===== src/rtl/encoder_bank_scanner_assert.svh =====
// assertion macros shared by the scanner modules
// expects clk and rst in the scope of each use
`ifndef ENCODER_BANK_SCANNER_ASSERT_SVH
`define ENCODER_BANK_SCANNER_ASSERT_SVH

// condition holds at every edge outside reset
`define EBS_ASSERT_ALWAYS(lbl, cond, msg) \
  lbl: assert property (@(posedge clk) disable iff (rst) (cond)) else $error(msg);

// consequent holds in the cycle after the antecedent
`define EBS_ASSERT_NEXT(lbl, ante, cons, msg) \
  lbl: assert property (@(posedge clk) disable iff (rst) (ante) |=> (cons)) else $error(msg);

`endif


===== src/rtl/ebs_pkg.sv =====
// shared constants, register codes and config struct of the encoder bank scanner
// no dependencies
package ebs_pkg;

  localparam int ENCODERS_DEF = 5;
  localparam int PIN_BITS_DEF = 16;
  localparam int QUEUE_DEPTH  = 4;

  localparam int SNAP_W  = 16;
  localparam int SEL_W   = 20;
  localparam int FLUSH_W = 16;
  localparam int CNT_W   = 16;
  localparam int IDX_W   = 3;
  localparam int PIN_IDX_W = 4;
  localparam int ADDR_W  = 4;
  localparam int DATA_W  = 32;

  localparam logic [SEL_W-1:0]   A_SEL_RST  = 20'd824880;
  localparam logic [SEL_W-1:0]   B_SEL_RST  = 20'd894785;
  localparam logic [SEL_W-1:0]   SW_SEL_RST = 20'd964690;
  localparam logic [FLUSH_W-1:0] FLUSH_RST  = 16'd200;

  localparam logic EVT_ROTATION = 1'b0;
  localparam logic EVT_SWITCH   = 1'b1;

  typedef enum logic [1:0] {
    REG_A_SEL  = 2'd0,
    REG_B_SEL  = 2'd1,
    REG_SW_SEL = 2'd2,
    REG_FLUSH  = 2'd3
  } ebs_reg_e;

  typedef struct packed {
    logic [SEL_W-1:0]   a_sel;
    logic [SEL_W-1:0]   b_sel;
    logic [SEL_W-1:0]   sw_sel;
    logic [FLUSH_W-1:0] flush;
  } ebs_cfg_t;

endpackage


===== src/rtl/ebs_if.sv =====
// word channels of the scanner: tick snapshots in, events out
// depends on ebs_pkg for field widths
interface ebs_tick_if;
  logic                        valid;
  logic                        ready;
  logic [ebs_pkg::SNAP_W-1:0]  pin_snapshot;

  modport source (output valid, output pin_snapshot, input ready);
  modport sink (input valid, input pin_snapshot, output ready);
endinterface

interface ebs_event_if;
  logic                              valid;
  logic                              ready;
  logic                              event_kind;
  logic [ebs_pkg::IDX_W-1:0]         encoder_index;
  logic signed [ebs_pkg::CNT_W-1:0]  step_count;
  logic                              last_event;

  modport source (output valid, output event_kind, output encoder_index,
                  output step_count, output last_event, input ready);
  modport sink (input valid, input event_kind, input encoder_index,
                input step_count, input last_event, output ready);
endinterface


===== src/rtl/ebs_fifo.sv =====
// small register queue of per-tick event plans between front and back
// depends on the assertion macro header
`include "encoder_bank_scanner_assert.svh"

module ebs_fifo #(
  parameter int DEPTH = 4,
  parameter int WIDTH = 8
) (
  input  logic             clk,
  input  logic             rst,
  input  logic             push,
  input  logic [WIDTH-1:0] wdata,
  output logic             full,
  input  logic             pop,
  output logic [WIDTH-1:0] rdata,
  output logic             empty
);

  localparam int AW = (DEPTH > 1) ? $clog2(DEPTH) : 1;
  localparam int CW = $clog2(DEPTH + 1);

  logic [WIDTH-1:0] mem [DEPTH];
  logic [AW-1:0]    wptr;
  logic [AW-1:0]    rptr;
  logic [CW-1:0]    count;

  assign full  = (count == CW'(DEPTH));
  assign empty = (count == '0);
  assign rdata = mem[rptr];

  always_ff @(posedge clk) begin
    if (rst) begin
      wptr  <= '0;
      rptr  <= '0;
      count <= '0;
    end else begin
      if (push) begin
        wptr <= (wptr == AW'(DEPTH - 1)) ? '0 : AW'(wptr + 1'b1);
      end
      if (pop) begin
        rptr <= (rptr == AW'(DEPTH - 1)) ? '0 : AW'(rptr + 1'b1);
      end
      if (push && !pop) begin
        count <= CW'(count + 1'b1);
      end else if (pop && !push) begin
        count <= CW'(count - 1'b1);
      end
    end
  end

  always_ff @(posedge clk) begin
    if (push) begin
      mem[wptr] <= wdata;
    end
  end

  `EBS_ASSERT_ALWAYS(a_no_overflow, !(push && full && !pop), "push into full queue")
  `EBS_ASSERT_ALWAYS(a_no_underflow, !(pop && empty), "pop from empty queue")

endmodule


===== src/rtl/ebs_front.sv =====
// front end: takes tick words, steps the counters, decides the events of each tick
// depends on ebs_pkg, ebs_if and the assertion macro header
`include "encoder_bank_scanner_assert.svh"

module ebs_front #(
  parameter int ENCODERS = ebs_pkg::ENCODERS_DEF,
  parameter int PIN_BITS = ebs_pkg::PIN_BITS_DEF
) (
  input  logic                 clk,
  input  logic                 rst,
  ebs_tick_if.sink             tick,
  input  ebs_pkg::ebs_cfg_t    cfg,
  input  logic                 full,
  output logic                 push,
  output logic [ENCODERS*(2+ebs_pkg::CNT_W)-1:0] entry
);

  localparam logic [ebs_pkg::SNAP_W-1:0] PinMask =
    ebs_pkg::SNAP_W'((32'd1 << PIN_BITS) - 32'd1);

  logic [ebs_pkg::SNAP_W-1:0]                 prev;
  logic                                       primed;
  logic [ENCODERS-1:0][ebs_pkg::CNT_W-1:0]    cnt;
  logic [ebs_pkg::FLUSH_W-1:0]                idle;

  logic [ebs_pkg::SNAP_W-1:0]                 now;
  logic [ebs_pkg::SNAP_W-1:0]                 rising;
  logic [ENCODERS-1:0]                        step;
  logic [ENCODERS-1:0]                        sw;
  logic [ENCODERS-1:0]                        rot;
  logic [ENCODERS-1:0][ebs_pkg::CNT_W-1:0]    cnt_step;
  logic [ebs_pkg::FLUSH_W-1:0]                idle_next;
  logic                                       flush;
  logic                                       accept;

  assign tick.ready = !full;
  assign accept     = tick.valid && tick.ready;

  always_comb begin
    logic [ebs_pkg::PIN_IDX_W-1:0] ai;
    logic [ebs_pkg::PIN_IDX_W-1:0] bi;
    logic [ebs_pkg::PIN_IDX_W-1:0] si;
    now    = tick.pin_snapshot & PinMask;
    rising = now & ~prev;
    for (int e = 0; e < ENCODERS; e++) begin
      ai = cfg.a_sel[4*e +: 4];
      bi = cfg.b_sel[4*e +: 4];
      si = cfg.sw_sel[4*e +: 4];
      step[e] = rising[bi];
      sw[e]   = rising[si];
      if (!step[e]) begin
        cnt_step[e] = cnt[e];
      end else if (!now[ai]) begin
        cnt_step[e] = ebs_pkg::CNT_W'(cnt[e] + 1'b1);
      end else begin
        cnt_step[e] = ebs_pkg::CNT_W'(cnt[e] - 1'b1);
      end
    end
    idle_next = ebs_pkg::FLUSH_W'(((|step) ? '0 : idle) + 1'b1);
    flush     = (idle_next >= cfg.flush);
    for (int e = 0; e < ENCODERS; e++) begin
      rot[e] = flush && (cnt_step[e] != '0);
    end
  end

  assign push  = accept && primed && ((|sw) || (|rot));
  assign entry = {cnt_step, rot, sw};

  always_ff @(posedge clk) begin
    if (rst) begin
      prev   <= '0;
      primed <= 1'b0;
      cnt    <= '0;
      idle   <= '0;
    end else if (accept) begin
      prev   <= now;
      primed <= 1'b1;
      if (primed) begin
        cnt  <= flush ? '0 : cnt_step;
        idle <= flush ? '0 : idle_next;
      end
    end
  end

  `EBS_ASSERT_NEXT(a_primed_after_tick, accept, primed, "tick taken but not primed")
  `EBS_ASSERT_NEXT(a_flush_restarts_idle, accept && primed && flush, idle == '0, "idle not restarted")

endmodule


===== src/rtl/ebs_back.sv =====
// back end: walks one tick's event plan and sends one event word per cycle while the receiver is ready
// depends on ebs_pkg, ebs_if and the assertion macro header
`include "encoder_bank_scanner_assert.svh"

module ebs_back #(
  parameter int ENCODERS = ebs_pkg::ENCODERS_DEF
) (
  input  logic                 clk,
  input  logic                 rst,
  input  logic [ENCODERS*(2+ebs_pkg::CNT_W)-1:0] qdata,
  input  logic                 empty,
  output logic                 pop,
  ebs_event_if.source          evt
);

  localparam int IW = (ENCODERS > 1) ? $clog2(ENCODERS) : 1;

  logic                                     busy;
  logic [ENCODERS-1:0]                      cur_sw;
  logic [ENCODERS-1:0]                      cur_rot;
  logic [ENCODERS-1:0][ebs_pkg::CNT_W-1:0]  cur_cnt;
  logic                                     ovalid;

  logic                 use_sw;
  logic [ENCODERS-1:0]  src;
  logic [IW-1:0]        pick;
  logic [ENCODERS-1:0]  sw_left;
  logic [ENCODERS-1:0]  rot_left;
  logic                 is_last;
  logic                 adv;
  logic                 load;

  always_comb begin
    use_sw = |cur_sw;
    src    = use_sw ? cur_sw : cur_rot;
    pick   = '0;
    for (int e = ENCODERS - 1; e >= 0; e--) begin
      if (src[e]) begin
        pick = IW'(e);
      end
    end
    sw_left  = cur_sw;
    rot_left = cur_rot;
    if (use_sw) begin
      sw_left[pick] = 1'b0;
    end else begin
      rot_left[pick] = 1'b0;
    end
    is_last = !(|sw_left) && !(|rot_left);
    adv     = busy && (!ovalid || evt.ready);
    load    = (!busy || (adv && is_last)) && !empty;
  end

  assign pop       = load;
  assign evt.valid = ovalid;

  always_ff @(posedge clk) begin
    if (rst) begin
      busy   <= 1'b0;
      ovalid <= 1'b0;
    end else begin
      if (load) begin
        busy <= 1'b1;
      end else if (adv && is_last) begin
        busy <= 1'b0;
      end
      if (adv) begin
        ovalid <= 1'b1;
      end else if (evt.ready) begin
        ovalid <= 1'b0;
      end
    end
  end

  always_ff @(posedge clk) begin
    if (load) begin
      {cur_cnt, cur_rot, cur_sw} <= qdata;
    end else if (adv) begin
      cur_sw  <= sw_left;
      cur_rot <= rot_left;
    end
    if (adv) begin
      evt.event_kind    <= use_sw ? ebs_pkg::EVT_SWITCH : ebs_pkg::EVT_ROTATION;
      evt.encoder_index <= ebs_pkg::IDX_W'(pick);
      evt.step_count    <= use_sw ? '0 : cur_cnt[pick];
      evt.last_event    <= is_last;
    end
  end

  `EBS_ASSERT_ALWAYS(a_busy_has_work, !busy || (|cur_sw) || (|cur_rot), "busy with empty plan")
  `EBS_ASSERT_NEXT(a_last_frees, adv && is_last && empty, !busy, "plan not retired after last word")

endmodule


===== src/rtl/encoder_bank_scanner.sv =====
// Encoder bank scanner, top level: APB registers, tick front end, plan queue, event back end.
// A tick word is taken whenever the plan queue (QUEUE_DEPTH ticks) has room,
// so ticks may arrive back to back. The first tick after reset only primes the previous
// pins. A tick that raises k events (0 to 2*ENCODERS) gives k event words, one per cycle
// while the receiver is ready; that output stage sets the sustained rate. Switch events come
// first, then rotation events, each by ascending encoder, and the final one has last_event.
// Depends on ebs_pkg, ebs_if, ebs_fifo, ebs_front and ebs_back.
module encoder_bank_scanner #(
  parameter int ENCODERS    = ebs_pkg::ENCODERS_DEF,
  parameter int PIN_BITS    = ebs_pkg::PIN_BITS_DEF,
  parameter int QUEUE_DEPTH = ebs_pkg::QUEUE_DEPTH
) (
  input  logic                        clk,
  input  logic                        rst,
  ebs_tick_if.sink                    tick,
  ebs_event_if.source                 evt,
  input  logic                        psel,
  input  logic                        penable,
  input  logic                        pwrite,
  input  logic [ebs_pkg::ADDR_W-1:0]  paddr,
  input  logic [ebs_pkg::DATA_W-1:0]  pwdata,
  output logic [ebs_pkg::DATA_W-1:0]  prdata,
  output logic                        pready
);

  localparam int EntryW = ENCODERS * (2 + ebs_pkg::CNT_W);

  ebs_pkg::ebs_cfg_t   cfg;
  ebs_pkg::ebs_reg_e   reg_sel;
  logic                push;
  logic                pop;
  logic                full;
  logic                empty;
  logic [EntryW-1:0]   entry;
  logic [EntryW-1:0]   qdata;

  assign pready  = 1'b1;
  assign reg_sel = ebs_pkg::ebs_reg_e'(paddr[3:2]);

  always_ff @(posedge clk) begin
    if (rst) begin
      cfg.a_sel  <= ebs_pkg::A_SEL_RST;
      cfg.b_sel  <= ebs_pkg::B_SEL_RST;
      cfg.sw_sel <= ebs_pkg::SW_SEL_RST;
      cfg.flush  <= ebs_pkg::FLUSH_RST;
    end else if (psel && penable && pwrite) begin
      case (reg_sel)
        ebs_pkg::REG_A_SEL:  cfg.a_sel  <= pwdata[ebs_pkg::SEL_W-1:0];
        ebs_pkg::REG_B_SEL:  cfg.b_sel  <= pwdata[ebs_pkg::SEL_W-1:0];
        ebs_pkg::REG_SW_SEL: cfg.sw_sel <= pwdata[ebs_pkg::SEL_W-1:0];
        ebs_pkg::REG_FLUSH:  cfg.flush  <= pwdata[ebs_pkg::FLUSH_W-1:0];
        default: ;
      endcase
    end
  end

  always_comb begin
    case (reg_sel)
      ebs_pkg::REG_A_SEL:  prdata = ebs_pkg::DATA_W'(cfg.a_sel);
      ebs_pkg::REG_B_SEL:  prdata = ebs_pkg::DATA_W'(cfg.b_sel);
      ebs_pkg::REG_SW_SEL: prdata = ebs_pkg::DATA_W'(cfg.sw_sel);
      ebs_pkg::REG_FLUSH:  prdata = ebs_pkg::DATA_W'(cfg.flush);
      default:             prdata = '0;
    endcase
  end

  ebs_front #(
    .ENCODERS (ENCODERS),
    .PIN_BITS (PIN_BITS)
  ) u_front (
    .clk   (clk),
    .rst   (rst),
    .tick  (tick),
    .cfg   (cfg),
    .full  (full),
    .push  (push),
    .entry (entry)
  );

  ebs_fifo #(
    .DEPTH (QUEUE_DEPTH),
    .WIDTH (EntryW)
  ) u_fifo (
    .clk   (clk),
    .rst   (rst),
    .push  (push),
    .wdata (entry),
    .full  (full),
    .pop   (pop),
    .rdata (qdata),
    .empty (empty)
  );

  ebs_back #(
    .ENCODERS (ENCODERS)
  ) u_back (
    .clk   (clk),
    .rst   (rst),
    .qdata (qdata),
    .empty (empty),
    .pop   (pop),
    .evt   (evt)
  );

endmodule


===== src/flat_wrapper.sv =====
// flat-port wrapper written by rule: the top's interface ports become plain ports
module encoder_bank_scanner_flat 
#(
  parameter int ENCODERS    = ebs_pkg::ENCODERS_DEF,
  parameter int PIN_BITS    = ebs_pkg::PIN_BITS_DEF,
  parameter int QUEUE_DEPTH = ebs_pkg::QUEUE_DEPTH
)
  (clk, rst, psel, penable, pwrite, paddr, pwdata, prdata, pready, tick_valid, tick_pin_snapshot, tick_ready, evt_valid, evt_event_kind, evt_encoder_index, evt_step_count, evt_last_event, evt_ready);
  ebs_tick_if tick_i ();
  ebs_event_if evt_i ();
  input  logic clk;
  input  logic rst;
  input  logic psel;
  input  logic penable;
  input  logic pwrite;
  input  logic [ebs_pkg::ADDR_W-1:0] paddr;
  input  logic [ebs_pkg::DATA_W-1:0] pwdata;
  output logic [ebs_pkg::DATA_W-1:0] prdata;
  output logic pready;
  input wire logic [$bits(tick_i.valid)-1:0] tick_valid;
  input wire logic [$bits(tick_i.pin_snapshot)-1:0] tick_pin_snapshot;
  output wire logic [$bits(tick_i.ready)-1:0] tick_ready;
  output wire logic [$bits(evt_i.valid)-1:0] evt_valid;
  output wire logic [$bits(evt_i.event_kind)-1:0] evt_event_kind;
  output wire logic [$bits(evt_i.encoder_index)-1:0] evt_encoder_index;
  output wire logic [$bits(evt_i.step_count)-1:0] evt_step_count;
  output wire logic [$bits(evt_i.last_event)-1:0] evt_last_event;
  input wire logic [$bits(evt_i.ready)-1:0] evt_ready;
  assign tick_i.valid = tick_valid;
  assign tick_i.pin_snapshot = tick_pin_snapshot;
  assign tick_ready = tick_i.ready;
  assign evt_valid = evt_i.valid;
  assign evt_event_kind = evt_i.event_kind;
  assign evt_encoder_index = evt_i.encoder_index;
  assign evt_step_count = evt_i.step_count;
  assign evt_last_event = evt_i.last_event;
  assign evt_i.ready = evt_ready;
  encoder_bank_scanner #(.ENCODERS(ENCODERS), .PIN_BITS(PIN_BITS), .QUEUE_DEPTH(QUEUE_DEPTH)) u_core (.clk(clk), .rst(rst), .tick(tick_i), .evt(evt_i), .psel(psel), .penable(penable), .pwrite(pwrite), .paddr(paddr), .pwdata(pwdata), .prdata(prdata), .pready(pready));
endmodule

===== config.mk =====
export PLATFORM = sky130hd
export DESIGN_NAME = encoder_bank_scanner_flat
export DESIGN_NICKNAME = d
export VERILOG_FILES = /design/src/rtl/ebs_pkg.sv /design/src/rtl/ebs_if.sv /design/src/rtl/ebs_fifo.sv /design/src/rtl/ebs_front.sv /design/src/rtl/ebs_back.sv /design/src/rtl/encoder_bank_scanner.sv /design/src/flat_wrapper.sv
export VERILOG_INCLUDE_DIRS = /design/src /design/src/rtl
export SDC_FILE = /design/constraint.sdc
export NUM_CORES = 1
export LEC_CHECK = 0
export ABC_CLOCK_PERIOD_IN_PS = 8300
export BUFFER_PORTS_ARGS = -buffer_cell sky130_fd_sc_hd__buf_2
export CAP_MARGIN = 0
export CORE_ASPECT_RATIO = 1.2
export CORE_MARGIN = 2
export CORE_UTILIZATION = 55
export CTS_CLUSTER_SIZE = 12
export DETAILED_ROUTE_END_ITERATION = 6
export GPL_TIMING_DRIVEN = 0
export MAX_ROUTING_LAYER = met4
export PLACE_DENSITY = 0.72
export SYNTH_ARGS = -nofsm -noshare
export SYNTH_HDL_FRONTEND = slang
export SYNTH_SLANG_ARGS = --single-unit
export TNS_END_PERCENT = 5

===== constraint.sdc =====
create_clock -name clk -period 8.3 [get_ports clk]
set_clock_uncertainty 0.2 [all_clocks]
set_input_delay 0 -clock clk [delete_from_list [all_inputs] [get_ports clk]]
set_output_delay 0 -clock clk [all_outputs]
set_load 0.005 [all_outputs]

==> results.md <==
- Critical Path Slowest Stage Cell: sky130_fd_sc_hd__and2_4
- Syn_area_per_cell: approximately 12 um2
- Count of filler cells inserted in the layout: around 4500
- R2r setup slk: ~0.62 ns
- Number of placement rows: between 90 and 100
- Fraction of layout cells with a size suffix above 1: roughly 14%
- Number of buffers created by CTS: 70
- Transition time of the tightest slew-check pin: roughly 1.4 ns
- Share of Yosys cell area claimed by the top area cell type: a little over two fifths
- Overall power after layout: a little over 10 mW
- Number of enable-type register cells in the synthesized netlist: around 470
- R2R Path End: u_core.u_fifo.mem[3][30]$_DFFE_PP_
- Kind of path behind the tightest hold check: primary input to register
- Routed wire length: roughly 96000 um
- Yosys warning count: 0
- Core Box Area: between 50000 and 60000 um2
- Starting density of the core: 55.6%
- Maximum root-to-sink buffer count: 3
- Vias: about 25000
- Worst slew margin relative to its limit: ~4.3%
- Floorplan die area: slightly above 60000 um2
- Clk pin slew, worst setup/hold paths: roughly 0.07 ns
- Io pins: about 120
- Period utilisation layout: a little over 90%
- Starting DRT DRC Count: approximately 2500
- Worst hold slack: approximately 0.029 ns
- Reg power frac: roughly 44%
- Synthesized instance count: approximately 2700
- Endpoints failing setup: 0
- Sequential fraction of the synthesis area: ~55%
- Largest voltage drop on the vdd net: about 0.25 mV
- Root Driver: sky130_fd_sc_hd__clkbuf_16
- Total half-perimeter wirelength after legalization and detailed placement: 68200 um
- DRC violation count after routing: 0
- Critical path data required time: around 8.4 ns
- Path depth of the worst reg2reg path: 18
- CTS tree: yes
- Leakage power summed over all cells: between 10 and 15 nW
- Maximum number of pins on one net before global-route repair: 55
- Clock H-tree levels: 3
- Switching part of the total power: about a third
- FFs w/ async S/R, synth: 0%
- Area of the multi-input gates: between 10000 and 15000 um2
- Clock share of power: ~30%
- Via count of the first global-routing pass: 24100
- Clock network latency to the later pin of the worst-skew pair: 0.63 ns
- Most common flop cell mapped by yosys: sky130_fd_sc_hd__edfxtp_1
- PwrDens: about 270 nW/um2
- Port-buffer cells: 85
- Sequential Area: ~18000 um2
- Number of stages on the worst hold path: 4
- Detailed-router iteration count before antenna repair: 6
- Post-synthesis sequential element count: 671
- Endpoint with the worst hold slack: u_core.cfg[14]$_SDFFE_PP0P_
- Switching power summed over all nets: 3.29 mW
- Routability congestion estimate: around 0.98
- Avg WL per Cell: approximately 25 um
- Worst Path Buf+Inv: 4
- Worst path top cell family by delay: compound AO/OA/AOI/OAI gates
- Final number of hold-violating endpoints: 0
- Stage delay of the slowest cell on the critical path: about 0.65 ns
- Area Overhead vs Synth: 14.2%
- Internal Dissipation: about 6.9 mW
- Start-to-end type of the worst setup path: register to register
- Critical Path AT: between 7 and 8 ns
- Chain of cells forming the critical path: clkbuf_1 > mux4_2 > mux2_2 > o21ai_1 > inv_1 > ha_1 > clkbuf_1 > a211oi_1 > o21ai_0 > o21ai_0 > or4_1 > nand3_1 > nor3b_1 > o221ai_1 > nor3b_4 > a31oi_2 > and2_4 > buf_16
- Global-route total usage across every layer: between 30% and 40%
- Status: complete, no violations
- Comb power frac: 26.5%
- Top cell type by total area after synthesis: sky130_fd_sc_hd__edfxtp_1
- Critical hold path startpoint: pwdata[14]
- Critical Path Source Type: register
- Total number of nets in the final design: about 3200
- Initial antenna violation count: 1
- Wire length of the first global-routing pass: around 150000 um
- # clock sinks: around 670
- Area contributors post-synth: sky130_fd_sc_hd__edfxtp_1 (43%), sky130_fd_sc_hd__dfxtp_1 (12%), sky130_fd_sc_hd__mux4_2 (11%)
- DR vias/cell: 6.35
- Aggregate global routing overflow: 0
- Cell Area, Synth: ~33000 um2
- Crit path capture type: register
- Launch point of the worst reg-to-reg path: u_core.cfg[72]$_SDFFE_PP0P_
- Antenna viol nets, final: 0
- Max Freq: 130 MHz
- Setup repair after global routing missed its margin: false
- Height of the die: about 270 um
- # Post-CTS Setup Buffers: 0
- Critical Path Fanout Max: 51
- Final critical delay including setup and external delays: roughly 7.7 ns
- Chip width: between 200 and 250 um
- Cell variety after synth: between 80 and 90
- Max Transition Viols Final: 0
- Max_cap viols: 0
[repair_timing]
| item | 4_1_cts | 5_1_grt |
|---|---|---|
| hold buffers | 89 | 0 |
| hold endpoints to repair | 117 | 0 |
| resized for setup | 0 | 1 |
| setup endpoints to repair | 0 | 27 |
[power groups by stage]
stage	clock network, mW	logic, mW	registers [mW]
6_report	3.04	2.71	4.47
3_5_place_dp	0	2.63	4.53
3_3_place_gp	0	2.52	4.55
5_1_grt	3.19	2.92	4.49
2_1_floorplan	0	1.75	4.40
4_1_cts	3.06	2.68	4.46
[worst min-delay path, stage by stage]
cell                            delay (ns)
sky130_fd_sc_hd__dlygate4sd3_1        0.54
sky130_fd_sc_hd__buf_2                0.16
sky130_fd_sc_hd__nand2_1              0.06
sky130_fd_sc_hd__a21oi_1              0.05
[placed cells by master, fill, tap and decap left out, drive strengths merged, types with 15 or more instances in the layout]
| master | Yosys | layout |
|---|---|---|
| or3 | 16 | 16 |
| nand3b | 30 | 30 |
| a31oi | 25 | 25 |
| nor3 | 36 | 36 |
| o21a | 15 | 15 |
| nand2 | 394 | 394 |
| xor2 | 39 | 39 |
| and3 | 29 | 29 |
| xnor2 | 33 | 33 |
| dlygate4sd3 | 0 | 89 |
| mux4 | 172 | 172 |
| o21ai | 82 | 82 |
| mux2i | 23 | 23 |
| and2 | 16 | 16 |
| nor2 | 140 | 140 |
| nand2b | 16 | 16 |
| nor4 | 21 | 21 |
| buf | 44 | 135 |
| a21oi | 227 | 227 |
| o211ai | 17 | 17 |
| clkbuf | 123 | 237 |
| nor2b | 34 | 34 |
| a21o | 32 | 32 |
| inv | 63 | 68 |
| nand4 | 18 | 18 |
| nand3 | 123 | 123 |
| a211oi | 28 | 28 |
| edfxtp | 471 | 471 |
| ha | 93 | 93 |
| dfxtp | 200 | 200 |
| mux2 | 34 | 34 |
[how the worst max path moves through the flow]
stage	cells past startpoint	start	endpoint	slack (ns)
floorplan	17	u_core.cfg[72]$_SDFFE_PP0P_	u_core.u_fifo.mem[0][0]$_DFFE_PP_	1.27
global placement	17	u_core.cfg[72]$_SDFFE_PP0P_	u_core.u_fifo.mem[1][32]$_DFFE_PP_	-2.23
detailed placement	18	u_core.cfg[72]$_SDFFE_PP0P_	u_core.u_fifo.mem[3][32]$_DFFE_PP_	0.36
CTS	18	u_core.cfg[72]$_SDFFE_PP0P_	u_core.u_fifo.mem[3][38]$_DFFE_PP_	0.30
global route	21	u_core.cfg[49]$_SDFFE_PP1P_	u_core.u_front.cnt[64]$_SDFFE_PP0P_	0.41
finish	18	u_core.cfg[72]$_SDFFE_PP0P_	u_core.u_fifo.mem[3][30]$_DFFE_PP_	0.62
[through the flow]
stage               instance area (um2)  instances  setup TNS [ns]  utilization, %  setup slack [ns]
floorplan                         33200       2756               0               -              1.27
global placement                  34600       3641         -792.07            58.1             -2.23
detailed placement                34800       3647               0            58.4             0.363
CTS                               37900       3866               0            63.5             0.297
global route                      37900       3867               0            63.5             0.407
finish                            37900       3867               0            63.5             0.624
[cell families after synthesis]
kind of cell,after synthesis,synth area share (%)
and+or+nand+nor,918,13.3
DFF,671,54.7
AOI/OAI and AO/OA,523,9.75
buffers and inverters,230,2.78
muxes,229,13.6
adders and majority gates,100,3.90
xor gates and xnor gates,72,1.90
other,2,0.0226
[cell type report]
| class | count | area share (%) |
|---|---|---|
| multi-input combinational | 1855 | 37.4 |
| buffer | 167 | 1.82 |
| antenna | 1 | 0.00661 |
| sequential | 671 | 47.9 |
| tap | 800 | 2.64 |
| clock inverter | 16 | 0.522 |
| timing repair buffer | 180 | 3.85 |
| inverter | 63 | 0.625 |
| clock buffer | 114 | 5.23 |
[flip-flops by register name (all words and copies together) (netlist names), 2 cells and up, named ones only]
signal,count
u_core.u_front.cnt,80
u_core.cfg,76
u_core.u_fifo.wptr,2
u_core.u_back.cur_rot,5
u_core.u_back.evt.encoder_index,3
u_core.u_fifo.rptr,2
u_core.u_back.evt.step_count,16
u_core.u_front.idle,16
u_core.u_fifo.mem,360
u_core.u_fifo.count,3
u_core.u_back.cur_cnt,80
u_core.u_back.cur_sw,5
u_core.u_front.prev,16
[routing by layer]
metal	share of wire (%)	vias up	GRT usage, %
met5	0	-	-
li1	-	10900	-
met3	6.2	247	3.61
met2	49	1151	53.0
met4	5.8	0	16.9
met1	39	12200	38.4
[Yosys cell counts (all sizes together), types with 28 or more instances]
| library cell | count |
|---|---|
| and3 | 29 |
| dfxtp | 200 |
| nand3 | 123 |
| o21ai | 82 |
| xnor2 | 33 |
| nor3 | 36 |
| nand3b | 30 |
| xor2 | 39 |
| buf | 44 |
| nor2 | 140 |
| inv | 63 |
| a21oi | 227 |
| mux4 | 172 |
| nand2 | 394 |
| ha | 93 |
| a21o | 32 |
| clkbuf | 123 |
| edfxtp | 471 |
| nor2b | 34 |
| a211oi | 28 |
| mux2 | 34 |
(Power assumes the default switching activity.)
